## config.mk

```make
export PLATFORM = sky130hd
export DESIGN_NAME = virtqueue_descriptor_chain_manager
export DESIGN_NICKNAME = d
export VERILOG_FILES = /design/src/hw/rtl/vqdcm_pkg.sv /design/src/hw/rtl/vqdcm_ram.sv /design/src/hw/rtl/vqdcm_alu.sv /design/src/hw/rtl/virtqueue_descriptor_chain_manager.sv
export SDC_FILE = /design/constraint.sdc
export NUM_CORES = 1
export LEC_CHECK = 0
export BUFFER_PORTS_ARGS = -buffer_cell sky130_fd_sc_hd__buf_2
export CELL_PAD_IN_SITES_DETAIL_PLACEMENT = 0
export CELL_PAD_IN_SITES_GLOBAL_PLACEMENT = 2
export CORE_MARGIN = 1
export CORE_UTILIZATION = 40
export DETAILED_ROUTE_END_ITERATION = 6
export HOLD_SLACK_MARGIN = 0.1
export PLACE_DENSITY_LB_ADDON = 0.1
export SLEW_MARGIN = 5
export SYNTH_ARGS = -nofsm -noshare
export SYNTH_HDL_FRONTEND = slang
export SYNTH_SLANG_ARGS = --single-unit
```

## constraint.sdc

```tcl
create_clock -name clk -period 12.5 [get_ports clk]
set_input_delay 2.5 -clock clk [delete_from_list [all_inputs] [get_ports clk]]
set_output_delay 2.5 -clock clk [all_outputs]
set_load 0.1 [all_outputs]
```

## src/hw/rtl/vqdcm_pkg.sv

```systemverilog
`timescale 1ns / 1ps

package vqdcm_pkg;

	// Result kinds
	localparam logic [2:0] KIND_HDR    = 3'd0;
	localparam logic [2:0] KIND_PRESET = 3'd1;
	localparam logic [2:0] KIND_DESC   = 3'd2;
	localparam logic [2:0] KIND_POST   = 3'd3;
	localparam logic [2:0] KIND_NODESC = 3'd4;
	localparam logic [2:0] KIND_DONE   = 3'd5;
	localparam logic [2:0] KIND_ERR    = 3'd6;

	// Error codes
	localparam logic [1:0] ERR_NONE   = 2'd0;
	localparam logic [1:0] ERR_STATUS = 2'd1;
	localparam logic [1:0] ERR_RANGE  = 2'd2;
	localparam logic [1:0] ERR_DFREE  = 2'd3;

	// Config register indexes
	localparam logic [1:0] CFG_HDR_BASE = 2'd0;
	localparam logic [1:0] CFG_STS_BASE = 2'd1;
	localparam logic [1:0] CFG_BSL      = 2'd2;

	// Descriptor flags
	localparam logic [1:0] DF_NEXT  = 2'b01;
	localparam logic [1:0] DF_WRITE = 2'b10;

	localparam logic [12:0] HDR_LEN      = 13'd16;
	localparam logic [12:0] STS_LEN      = 13'd1;
	localparam logic [12:0] BLK_BASE_LEN = 13'd512;
	localparam logic [2:0]  MAX_STEP     = 3'd6;   // walk stops after seven descriptors

	typedef struct packed {
		logic        req_type;
		logic        is_write;
		logic [31:0] block_number;
		logic [63:0] data_addr;
		logic [15:0] head_id;
		logic [7:0]  device_status;
	} cmd_t;

	typedef struct packed {
		logic [2:0]  kind;
		logic [63:0] target_addr;
		logic [7:0]  desc_index;
		logic [63:0] desc_addr;
		logic [12:0] desc_len;
		logic [1:0]  desc_flags;
		logic [7:0]  desc_next;
		logic        blk_type;
		logic [34:0] sector;
		logic [15:0] avail_idx;
		logic [1:0]  error_code;
		logic        last;
	} result_t;

	typedef enum logic {
		ALU_ADD,
		ALU_SUB
	} alu_op_t;

	typedef struct packed {
		alu_op_t     op;
		logic [63:0] a;
		logic [63:0] b;
	} alu_req_t;

	typedef struct packed {
		logic [63:0] sum;
		logic        carry;
	} alu_rsp_t;

endpackage

```

## src/hw/rtl/vqdcm_ram.sv

```systemverilog
`timescale 1ns / 1ps

module vqdcm_ram #(
	parameter int WIDTH = 8,
	parameter int DEPTH = 8
) (
	input  logic                     clk,
	input  logic                     we,
	input  logic [$clog2(DEPTH)-1:0] waddr,
	input  logic [WIDTH-1:0]         wdata,
	input  logic [$clog2(DEPTH)-1:0] raddr,
	output logic [WIDTH-1:0]         rdata
);

	logic [WIDTH-1:0] mem [DEPTH];

	always_ff @(posedge clk) begin
		if (we) begin
			mem[waddr] <= wdata;
		end
		rdata <= mem[raddr];
	end

endmodule

```

## src/hw/rtl/vqdcm_alu.sv

```systemverilog
`timescale 1ns / 1ps

module vqdcm_alu (
	input  vqdcm_pkg::alu_req_t req,
	output vqdcm_pkg::alu_rsp_t rsp
);

	logic [64:0] sum;

	// sub: carry set means a >= b
	always_comb begin
		unique case (req.op)
			vqdcm_pkg::ALU_ADD: sum = {1'b0, req.a} + {1'b0, req.b};
			vqdcm_pkg::ALU_SUB: sum = {1'b0, req.a} + {1'b0, ~req.b} + 65'd1;
			default:            sum = '0;
		endcase
		rsp.sum   = sum[63:0];
		rsp.carry = sum[64];
	end

endmodule

```

## src/hw/rtl/virtqueue_descriptor_chain_manager.sv

```systemverilog
`timescale 1ns / 1ps
// Split-virtqueue descriptor manager for block requests (driver side).
// Command channel: an item (cmd) is taken on a clock edge with start high and
// busy low. busy drops in the cycle that strobes the item's last result.
// Result channel: result_valid pulses for one cycle per result item; the
// receiver cannot stall, so every result must be captured when strobed.
// Config: cfg_we/cfg_index/cfg_data write one register per edge; write only
// while busy is low. Index 0 header base, 1 status base, 2 log2(block/512).
// Submit: the free map is scanned one descriptor a cycle, lowest first,
// until three free ones are found. Then one shared 64-bit adder forms
// the header and status addresses, and six results follow one per cycle.
// With fewer than three free a single no-descriptor result ends the item.
// Completion: each descriptor freed takes a range/free check, then the
// registered chain RAM read, and a done result ends the walk; a nonzero
// device status adds an error result right after the accept, at no cost.
// Reset: all descriptors free, avail counter zero, config at defaults. The
// chain RAM needs no clearing: only allocated entries are ever read.
module virtqueue_descriptor_chain_manager #(
	parameter int QUEUE_SIZE = 8
) (
	input  logic                clk,
	input  logic                arst_n,
	input  logic                start,
	output logic                busy,
	input  vqdcm_pkg::cmd_t     cmd,
	output logic                result_valid,
	output vqdcm_pkg::result_t  result,
	input  logic                cfg_we,
	input  logic [1:0]          cfg_index,
	input  logic [63:0]         cfg_data
);

	localparam int IDX_W = $clog2(QUEUE_SIZE);
	localparam logic [IDX_W-1:0] LAST_IDX = IDX_W'(QUEUE_SIZE - 1);

	typedef enum logic [3:0] {
		S_IDLE,
		S_SCAN,
		S_HADDR,
		S_SADDR,
		S_PRESET,
		S_D0,
		S_D1,
		S_D2,
		S_POST,
		S_CHK,
		S_NEXT
	} state_t;

	typedef logic [IDX_W+1:0] chain_t;   // {flags, next}

	// Config registers
	logic [63:0] hdr_base_q;
	logic [63:0] sts_base_q;
	logic [1:0]  bsl_q;

	always_ff @(posedge clk or negedge arst_n) begin
		if (!arst_n) begin
			hdr_base_q <= '0;
			sts_base_q <= '0;
			bsl_q      <= 2'd1;
		end else if (cfg_we) begin
			unique case (cfg_index)
				vqdcm_pkg::CFG_HDR_BASE: hdr_base_q <= cfg_data;
				vqdcm_pkg::CFG_STS_BASE: sts_base_q <= cfg_data;
				vqdcm_pkg::CFG_BSL:      bsl_q      <= cfg_data[1:0];
				default:                 ;   // no such register
			endcase
		end
	end

	state_t             state_q, state_d;
	vqdcm_pkg::cmd_t    cmd_q;
	logic [QUEUE_SIZE-1:0] free_q;
	logic [IDX_W-1:0]   scan_q;
	logic [1:0]         found_q;
	logic [IDX_W-1:0]   got_q [3];
	logic [63:0]        haddr_q;
	logic [63:0]        saddr_q;
	logic [15:0]        avail_q;
	logic [15:0]        cur_q;
	logic [2:0]         step_q;
	logic               res_valid_q;
	vqdcm_pkg::result_t res_q;

	logic               rv_d;
	vqdcm_pkg::result_t res_d;

	vqdcm_pkg::alu_req_t alu_req;
	vqdcm_pkg::alu_rsp_t alu_rsp;

	logic             ram_we;
	logic [IDX_W-1:0] ram_waddr;
	chain_t           ram_wdata;
	chain_t           ram_rdata;

	logic [IDX_W-1:0]      cur_idx;
	logic                  scan_free;
	logic                  in_range;
	logic [1:0]            data_flags;
	logic                  walk_more;
	logic [QUEUE_SIZE-1:0] take_mask;

	assign cur_idx    = cur_q[IDX_W-1:0];
	assign scan_free  = free_q[scan_q];
	assign in_range   = !alu_rsp.carry;   // valid only in S_CHK
	assign data_flags = cmd_q.is_write ? vqdcm_pkg::DF_NEXT
	                                   : (vqdcm_pkg::DF_NEXT | vqdcm_pkg::DF_WRITE);
	assign walk_more  = ram_rdata[IDX_W] && (step_q != vqdcm_pkg::MAX_STEP);

	// the three descriptors taken by a submit
	always_comb begin
		take_mask           = '0;
		take_mask[got_q[0]] = 1'b1;
		take_mask[got_q[1]] = 1'b1;
		take_mask[got_q[2]] = 1'b1;
	end

	vqdcm_alu u_alu (
		.req (alu_req),
		.rsp (alu_rsp)
	);

	vqdcm_ram #(
		.WIDTH (IDX_W + 2),
		.DEPTH (QUEUE_SIZE)
	) u_chain_ram (
		.clk   (clk),
		.we    (ram_we),
		.waddr (ram_waddr),
		.wdata (ram_wdata),
		.raddr (cur_idx),
		.rdata (ram_rdata)
	);

	// Shared adder: address sums, avail increment, range compare
	always_comb begin
		alu_req.op = vqdcm_pkg::ALU_ADD;
		alu_req.a  = '0;
		alu_req.b  = '0;
		unique case (state_q)
			S_HADDR: begin
				alu_req.a = hdr_base_q;
				alu_req.b = 64'(got_q[0]) << 4;
			end
			S_SADDR: begin
				alu_req.a = sts_base_q;
				alu_req.b = 64'(got_q[0]);
			end
			S_POST: begin
				alu_req.a = 64'(avail_q);
				alu_req.b = 64'd1;
			end
			S_CHK: begin
				alu_req.op = vqdcm_pkg::ALU_SUB;
				alu_req.a  = 64'(cur_q);
				alu_req.b  = 64'(QUEUE_SIZE);
			end
			default: ;
		endcase
	end

	// Chain RAM writes during submit
	always_comb begin
		ram_we    = 1'b0;
		ram_waddr = got_q[0];
		ram_wdata = '0;
		unique case (state_q)
			S_PRESET: begin
				ram_we    = 1'b1;
				ram_waddr = got_q[0];
				ram_wdata = {vqdcm_pkg::DF_NEXT, got_q[1]};
			end
			S_D0: begin
				ram_we    = 1'b1;
				ram_waddr = got_q[1];
				ram_wdata = {data_flags, got_q[2]};
			end
			S_D1: begin
				ram_we    = 1'b1;
				ram_waddr = got_q[2];
				ram_wdata = {vqdcm_pkg::DF_WRITE, IDX_W'(0)};
			end
			default: ;
		endcase
	end

	// Next state and next result
	always_comb begin
		state_d = state_q;
		rv_d    = 1'b0;
		res_d   = '0;
		unique case (state_q)
			S_IDLE: begin
				if (start) begin
					if (!cmd.req_type) begin
						state_d = S_SCAN;
					end else begin
						state_d = S_CHK;
						if (cmd.device_status != 8'd0) begin
							rv_d             = 1'b1;
							res_d.kind       = vqdcm_pkg::KIND_ERR;
							res_d.error_code = vqdcm_pkg::ERR_STATUS;
						end
					end
				end
			end
			S_SCAN: begin
				if (scan_free && found_q == 2'd2) begin
					state_d = S_HADDR;
				end else if (scan_q == LAST_IDX) begin
					rv_d       = 1'b1;
					res_d.kind = vqdcm_pkg::KIND_NODESC;
					res_d.last = 1'b1;
					state_d    = S_IDLE;
				end
			end
			S_HADDR: begin
				state_d = S_SADDR;
			end
			S_SADDR: begin
				rv_d              = 1'b1;
				res_d.kind        = vqdcm_pkg::KIND_HDR;
				res_d.target_addr = haddr_q;
				res_d.desc_index  = 8'(got_q[0]);
				res_d.blk_type    = cmd_q.is_write;
				res_d.sector      = 35'(cmd_q.block_number) << bsl_q;
				state_d           = S_PRESET;
			end
			S_PRESET: begin
				rv_d              = 1'b1;
				res_d.kind        = vqdcm_pkg::KIND_PRESET;
				res_d.target_addr = saddr_q;
				res_d.desc_index  = 8'(got_q[0]);
				state_d           = S_D0;
			end
			S_D0: begin
				rv_d             = 1'b1;
				res_d.kind       = vqdcm_pkg::KIND_DESC;
				res_d.desc_index = 8'(got_q[0]);
				res_d.desc_addr  = haddr_q;
				res_d.desc_len   = vqdcm_pkg::HDR_LEN;
				res_d.desc_flags = vqdcm_pkg::DF_NEXT;
				res_d.desc_next  = 8'(got_q[1]);
				state_d          = S_D1;
			end
			S_D1: begin
				rv_d             = 1'b1;
				res_d.kind       = vqdcm_pkg::KIND_DESC;
				res_d.desc_index = 8'(got_q[1]);
				res_d.desc_addr  = cmd_q.data_addr;
				res_d.desc_len   = vqdcm_pkg::BLK_BASE_LEN << bsl_q;
				res_d.desc_flags = data_flags;
				res_d.desc_next  = 8'(got_q[2]);
				state_d          = S_D2;
			end
			S_D2: begin
				rv_d             = 1'b1;
				res_d.kind       = vqdcm_pkg::KIND_DESC;
				res_d.desc_index = 8'(got_q[2]);
				res_d.desc_addr  = saddr_q;
				res_d.desc_len   = vqdcm_pkg::STS_LEN;
				res_d.desc_flags = vqdcm_pkg::DF_WRITE;
				state_d          = S_POST;
			end
			S_POST: begin
				rv_d             = 1'b1;
				res_d.kind       = vqdcm_pkg::KIND_POST;
				res_d.desc_index = 8'(got_q[0]);
				res_d.avail_idx  = avail_q;
				res_d.last       = 1'b1;
				state_d          = S_IDLE;
			end
			S_CHK: begin
				rv_d = 1'b1;
				if (!in_range) begin
					res_d.kind       = vqdcm_pkg::KIND_ERR;
					res_d.error_code = vqdcm_pkg::ERR_RANGE;
					res_d.last       = 1'b1;
					state_d          = S_IDLE;
				end else if (free_q[cur_idx]) begin
					res_d.kind       = vqdcm_pkg::KIND_ERR;
					res_d.desc_index = 8'(cur_idx);
					res_d.error_code = vqdcm_pkg::ERR_DFREE;
					res_d.last       = 1'b1;
					state_d          = S_IDLE;
				end else begin
					// zeroing write; chain entry arrives from RAM next cycle
					res_d.kind       = vqdcm_pkg::KIND_DESC;
					res_d.desc_index = 8'(cur_idx);
					state_d          = S_NEXT;
				end
			end
			S_NEXT: begin
				if (walk_more) begin
					state_d = S_CHK;
				end else begin
					rv_d       = 1'b1;
					res_d.kind = vqdcm_pkg::KIND_DONE;
					res_d.last = 1'b1;
					state_d    = S_IDLE;
				end
			end
			default: state_d = S_IDLE;
		endcase
	end

	// Sequencer state, allocation state and registered result
	always_ff @(posedge clk or negedge arst_n) begin
		if (!arst_n) begin
			state_q     <= S_IDLE;
			free_q      <= '1;
			avail_q     <= '0;
			res_valid_q <= 1'b0;
			res_q       <= '0;
			cmd_q       <= '0;
			scan_q      <= '0;
			found_q     <= '0;
			got_q[0]    <= '0;
			got_q[1]    <= '0;
			got_q[2]    <= '0;
			haddr_q     <= '0;
			saddr_q     <= '0;
			cur_q       <= '0;
			step_q      <= '0;
		end else begin
			state_q     <= state_d;
			res_valid_q <= rv_d;
			res_q       <= res_d;
			unique case (state_q)
				S_IDLE: begin
					if (start) begin
						cmd_q   <= cmd;
						scan_q  <= '0;
						found_q <= '0;
						cur_q   <= cmd.head_id;
						step_q  <= '0;
					end
				end
				S_SCAN: begin
					if (scan_free) begin
						got_q[found_q] <= scan_q;
						found_q        <= 2'(found_q + 2'd1);
					end
					scan_q <= IDX_W'(scan_q + 1'b1);
				end
				S_HADDR: begin
					haddr_q <= alu_rsp.sum;
					free_q  <= free_q & ~take_mask;
				end
				S_SADDR: begin
					saddr_q <= alu_rsp.sum;
				end
				S_POST: begin
					avail_q <= alu_rsp.sum[15:0];
				end
				S_CHK: begin
					if (in_range && !free_q[cur_idx]) begin
						free_q[cur_idx] <= 1'b1;
					end
				end
				S_NEXT: begin
					if (walk_more) begin
						cur_q  <= 16'(ram_rdata[IDX_W-1:0]);
						step_q <= 3'(step_q + 3'd1);
					end
				end
				default: ;
			endcase
		end
	end

	assign busy         = (state_q != S_IDLE);
	assign result_valid = res_valid_q;
	assign result       = res_q;

`ifndef SYNTHESIS
	// last result of an item leaves the block ready for the next one
	a_last_idle: assert property (@(posedge clk) disable iff (!arst_n)
		result_valid && result.last |-> !busy)
		else $error("busy after last result");

	// results only come from an accepted or running item
	a_res_cause: assert property (@(posedge clk) disable iff (!arst_n)
		result_valid |-> $past(busy) || $past(start))
		else $error("result without item");

	// descriptor writes only name real descriptors
	a_desc_range: assert property (@(posedge clk) disable iff (!arst_n)
		result_valid && result.kind == vqdcm_pkg::KIND_DESC
		|-> 32'(result.desc_index) < 32'(QUEUE_SIZE))
		else $error("descriptor index out of range");

	// each avail post advances the counter by one
	a_avail_step: assert property (@(posedge clk) disable iff (!arst_n)
		result_valid && result.kind == vqdcm_pkg::KIND_POST
		|-> avail_q == 16'($past(avail_q) + 16'd1))
		else $error("avail counter step");
`endif

endmodule
```

# Word-level counts from Yosys, hierarchy flattened
# Memories as Yosys holds them, arrays and structs flattened. A register that Yosys moved wholly into a read port is not among the register bits.
# Cells that the tools add are included.
# classes
n_addsub,6
order_cmp,11
n_eq_ne,20
shift,2
muxes,74
bitwise_logic,8
reduce_logical,31
# ops
operator,count
128-bit one-hot mux with 4 select lines,1
79-bit one-hot mux with 3 select lines,1
64-bit by 64-bit adder with 65-bit output,2
65-bit one-hot mux with 2 select lines,1
64-bit one-hot mux with 2 select lines,1
65-bit by 1-bit adder with 65-bit output (second input constant),1
64-bit inverter,1
16-bit two-way mux,3
3-bit two-way mux,14
4-bit one-hot mux with 10 select lines,1
36-bit two-way mux,1
32-bit by 2-bit << shifter with 35-bit output,1
16-bit one-hot mux with 2 select lines,1
4-bit two-way mux,7
8-bit OR,3
3-bit one-hot mux with 2 select lines,4
3-bit one-hot mux with 7 select lines,1
3-bit by 4-bit less-than comparator with 1-bit output (second input constant),5
1-bit two-way mux,19
4-bit by 3-bit equality test with 1-bit output (second input constant),4
8-bit one-hot mux with 2 select lines,1
2-bit AND reduction,8
5-bit one-hot mux with 3 select lines,1
10-bit by 2-bit << shifter with 13-bit output (first input constant),1
37 further kinds,69
# word_totals
ff_bits,634
ramBits,40
inputBits,192
wordCells,184
mem_count,1
# memory_table
memory,depth,word_bits,read_ports,rd_ports_with_merged_regs,write_ports,line,source
u_chain_ram.mem,8,5,1,1,1,vqdcm_ram.sv:15,logic [WIDTH-1:0] mem [DEPTH];

# Longest topological paths before layout
# logic_depth
word_depth,10
ltp_mapped,24
ltp_nobuf,17

# Hierarchy
# A second synthesis with hierarchy kept.
# hier_totals
cells_unflattened,3720
hier_area_um2,35597.9
# by_module_without_submodules
module,instances,cells_per_inst,area_each_um2,seq_area_each_um2
virtqueue_descriptor_chain_manager,1,2364,25883.6,15451.1
vqdcm_alu,1,1281,8020.2,0.0
vqdcm_ram,1,75,1694.1,1301.2

# Worst setup path after synthesis
# OpenSTA, ideal clock, no wires.
# synth_timing
path_type,register to register
startpoint,register state_q[0]
endpoint,register saddr_q[52]
setup_ns,0.129
arrival_time_ns,4.865
required_time_ns,12.371
path_slack_ns,7.505
path_stages_with_launch,23
path_buffers,7
period_less_slack_ns,4.995
cell_sequence,dfrtp_1 buf_2 buf_6 buf_2 clkbuf_1 buf_2 clkbuf_1 clkbuf_1 nor3_1 nand2_1 and4_1 inv_1 ha_1 fa_1 nand2b_1 a221oi_1 o41ai_1 nor4_4 and3_1 and2_2 a41oi_1 xor2_1 o21ai_1
# synth_via
elab_chain_cells,6
word_cells_on_any_way,12
# synth_lines
item,line,source
start: declaration,virtqueue_descriptor_chain_manager.sv:72,"state_t state_q, state_d;"
start signal: assignment,virtqueue_descriptor_chain_manager.sv:327,state_q <= state_d;
"4-bit equality test, or another cell as far along",virtqueue_descriptor_chain_manager.sv:141,unique case (state_q)
128-bit one-hot mux with 4 select lines,virtqueue_descriptor_chain_manager.sv:141,
64-bit inverter,vqdcm_alu.sv:14,"vqdcm_pkg::ALU_SUB: sum = {1'b0, req.a} + {1'b0, ~req.b} + 65'd1;"
64-bit by 64-bit adder with 65-bit output,vqdcm_alu.sv:14,
65-bit by 1-bit adder with 65-bit output,vqdcm_alu.sv:14,
65-bit one-hot mux with 2 select lines,vqdcm_alu.sv:12,unique case (req.op)
end signal: assignment,virtqueue_descriptor_chain_manager.sv:352,saddr_q <= alu_rsp.sum;
end: declaration,virtqueue_descriptor_chain_manager.sv:79,logic [63:0] saddr_q;
# Parallel ways exist; a longest one is shown, timed or not.
# A chain may end at the register's enable or synchronous reset.

# Final worst setup path
# layout_timing
startpoint,register state_q[1]
endpoint,register haddr_q[62]
# layout_via
elab_chain_cells,6
word_cells_on_any_way,12
# layout_lines
item,line,source
"4-bit equality test, or another cell as far along",virtqueue_descriptor_chain_manager.sv:141,
128-bit one-hot mux with 4 select lines,virtqueue_descriptor_chain_manager.sv:141,
64-bit inverter,vqdcm_alu.sv:14,
64-bit by 64-bit adder with 65-bit output,vqdcm_alu.sv:14,
65-bit by 1-bit adder with 65-bit output,vqdcm_alu.sv:14,
65-bit one-hot mux with 2 select lines,vqdcm_alu.sv:12,
end signal: assignment,virtqueue_descriptor_chain_manager.sv:348,haddr_q <= alu_rsp.sum;
end: declaration,virtqueue_descriptor_chain_manager.sv:78,logic [63:0] haddr_q;
# Parallel ways exist; a longest one is shown, timed or not.

==> metrics <==
initial DRC count=~2k; core region area=72800 sq um; Final Critical Period=around 6.1 ns; sequential cell area fraction in the yosys report=0.561; most frequent CP cell=nand2_1; Slew HR=0.150; WP data required=12.93 ns; Die H=~270 um; clk_lat worst skew=about 0.61 ns; setup TNS=0 ns; GRT overflow=0; Synth Warn #=0; fmax=0.165 GHz; count of different cell masters after synthesis=74; post-route ant nets=0; crit-path max FO=just over 100; Starting Density=0.403; Final Hold Fails=0; wire length on met3=5.48 mm; Fin Hold WS=~0.47 ns; antenna violations before repair=4; FFs w/ async S/R, synth=0.945; Reg area=roughly 16000 sq um; Layout area overhead=17.8%; Slowest-stage cell, CP=buf_4; Worst EP arrival=about 6.5 ns; Hold Crit Depth=2; Mapped Cells=roughly 2.7k; fin area=between 30000 and 40000 sq um; Via density=~5.5; area of the die=74600 sq um; Met1 Wirelength=45.5 mm; # Post-CTS Setup Buffers=0; Wirelength per Cell=~23 um; Final Max Slew Viols=0; largest net degree at the start of global routing=approximately 150; peak supply drop=roughly 0.00014 V; WL final=about 93 mm; #FFs+latches synth=653; crit path kind=reg -> reg; outcome=finished clean; startpoint types=register; CTS Root Cell=clkbuf_16; leakage power=0.0166 uW; detailed placement HPWL=roughly 66 mm; vias in the first global route=22.3k; TritonCTS clock tree=yes; Setup crit end kind=register; number of enable flip-flop cells after synthesis=32; worst reg-to-reg path cell count=16; Hold Buf Count CTS=0; port buffer count=around 390; Final Setup Violations=0; DRC Markers=0; synthesized area per cell=~11 sq um; RD Place Congestion=around 0.90; Clock transition at path regs=0.06 ns; Num CTS Buffers=74; Placed Area=32100 sq um; Top Layer Used=met5; post-CTS resize count=0; first-pass GRT wire length=between 100 and 150 mm; DR pass1 iterations=5; I/O Pins=411; share of the clock period used by the worst path=0.485; # rows=99; CTS Sinks=approximately 650; max-cap violation count=0; unrepaired setup endpoints after global routing=no; total number of vias=around 22k; skew final=approximately 0.034 ns; Largest stage delay, worst path=about 0.94 ns; worst path cell trace=buf_4, nand2_1, nor3_2, buf_4, a21oi_1, nand2_1, ha_1, a21oi_1, nand2_1, a41o_1, or4_1, nor4_4, and2_1, a31oi_1, xor2_1, o21ai_0; Power per Cell Area=233 nW/um^2; H-tree lvl count=3; met2 WL post-DR=between 40 and 50 mm; Die X=between 200 and 300 um; Clock Path Buffers=3; Fillers=roughly 6.8k; area of the multi-input gates=about 12000 sq um; GR Util All Layers=0.252; Synth Flop Type=dfrtp_1; synthesized cell area=around 29000 sq um; # nets final=3235; hold crit path type=reg -> reg; Tightest Pin Transition=1.28 ns; share of cells above drive strength 1=0.263
## synth_stat cells, drive strengths merged, types with 4 or more instances
cell type	n	share of area
edfxtp	32	0.033
dfstp	9	0.0080
dfrtp	608	0.52
o22a	5	0.0015
o211ai	4	0.0010
a41oi	7	0.0021
clkbuf	151	0.019
nand2b	10	0.0021
ha	21	0.0089
buf	48	0.010
nand2	524	0.067
xnor2	26	0.0077
nor3b	7	0.0018
o22ai	15	0.0032
nor2	179	0.023
xor2	37	0.011
o21ai	184	0.031
mux2	206	0.079
nor3	43	0.0073
o21a	5	0.0013
o31ai	6	0.0015
mux2i	80	0.027
inv	36	0.0046
a21oi	66	0.011
nand3	37	0.0063
nand4	12	0.0026
nor2b	6	0.0013
a22oi	71	0.018
a31oi	14	0.0030
nand3b	8	0.0020
mux4	33	0.025
dfxtp	4	0.0027
a211oi	7	0.0020
nor4	20	0.0057
and2	29	0.0062
or4	4	0.0011
and3	22	0.0047
a22o	81	0.024
## cell type report
| cell class | count | share of cell area |
|---|---|---|
| Sequential cell | 653 | 0.477 |
| Multi-Input combinational cell | 1832 | 0.347 |
| Timing Repair Buffer | 423 | 0.0644 |
| Clock buffer | 104 | 0.0615 |
| Tap cell | 959 | 0.0347 |
| Clock inverter | 29 | 0.0112 |
| Inverter | 36 | 0.00391 |
| Antenna cell | 2 | 0.000145 |
## state kept, by name, summed over array words and instances (netlist names)
register           flops
state_q                4
scan_q                 3
cur_q                 16
bsl_q                  2
sts_base_q            64
avail_q               16
saddr_q               64
u_chain_ram.mem       32
result_valid           1
got_q                  9
haddr_q               64
step_q                 3
cmd_q                 97
found_q                2
hdr_base_q            64
free_q                 8
u_chain_ram.rdata      4
result               200
## stage by stage
stage / power, uW / cells / util / setup WS, ns
after floorplan: 4960 / 2720 / - / 7.51
after global placement: 5810 / 3903 / 0.440 / 6.52
after detailed placement: 5850 / 3903 / 0.440 / 6.41
after CTS: 8120 / 4036 / 0.475 / 6.35
after global routing: 8490 / 4038 / 0.475 / 5.95
final: 8060 / 4038 / 0.475 / 6.44
## metal layers
metal,up-vias,GRT usage
met5,-,0
met4,2,0.0616
met3,105,0.0388
met2,691,0.366
met1,11226,0.390
li1,10073,-
## power by group
group          internal (uW)  total [uW]  switching [uW]
Combinational            845        2670            1830
Clock                   1360        2240             881
Sequential              2660        3140             489
## cells by family (layout without fill, tap and decap cells)
family,Yosys count,after routing,synth area share
other,1,19,0.000128
and+or+nand+nor,911,911,0.134
muxes,319,319,0.131
xor gates and xnor gates,63,63,0.0188
DFF,653,653,0.561
AOI/OAI and AO/OA,499,499,0.110
buffers and inverters,235,592,0.0340
adders and majority gates,23,23,0.0103
## final timing paths
check                                        from                       to  slack (ns)
setup / recovery           state_q[1]$_DFFE_PN0P_  haddr_q[62]$_DFFE_PN0N_        6.44
hold / removal             avail_q[5]$_DFFE_PN0N_   avail_q[5]$_DFFE_PN0N_        0.47
setup reg to reg           state_q[1]$_DFFE_PN0P_  haddr_q[62]$_DFFE_PN0N_        6.44
hold reg to reg            avail_q[5]$_DFFE_PN0N_   avail_q[5]$_DFFE_PN0N_        0.47
max in group asynchronous                  arst_n    result[150]$_DFF_PN0_        8.28
min in group asynchronous                  arst_n     result[34]$_DFF_PN0_        1.89
## cells in the final DEF (no fill, tap or decap), drive strengths merged, types with 7 or more instances in the layout
master,instances
o22ai,15
inv,40
a41oi,7
nor3b,7
mux2i,80
clkbuf,104
and2,29
dfrtp,608
nand3b,8
buf,423
nor3,43
o21ai,184
dfstp,9
mux2,206
clkinv,13
a21oi,66
a31oi,14
mux4,33
nand4,12
edfxtp,32
ha,21
xor2,37
nor4,20
xnor2,26
nand2b,10
a22o,81
conb,17
nand3,37
bufinv,8
a211oi,7
nand2,524
nor2,179
and3,22
a22oi,71
## worst max-delay path: cells and delay by family, from the launching register on
family | cells | cell delay (ns)
XOR/XNOR | 1 | 0.24
AO/OA/AOI/OAI | 5 | 0.92
adder cells (fa/ha/maj) | 1 | 0.32
AND/OR/NAND/NOR | 7 | 2.33
buffers and inverters | 2 | 1.68
flip-flops | 1 | 0.34
(Power assumes the default switching activity.)
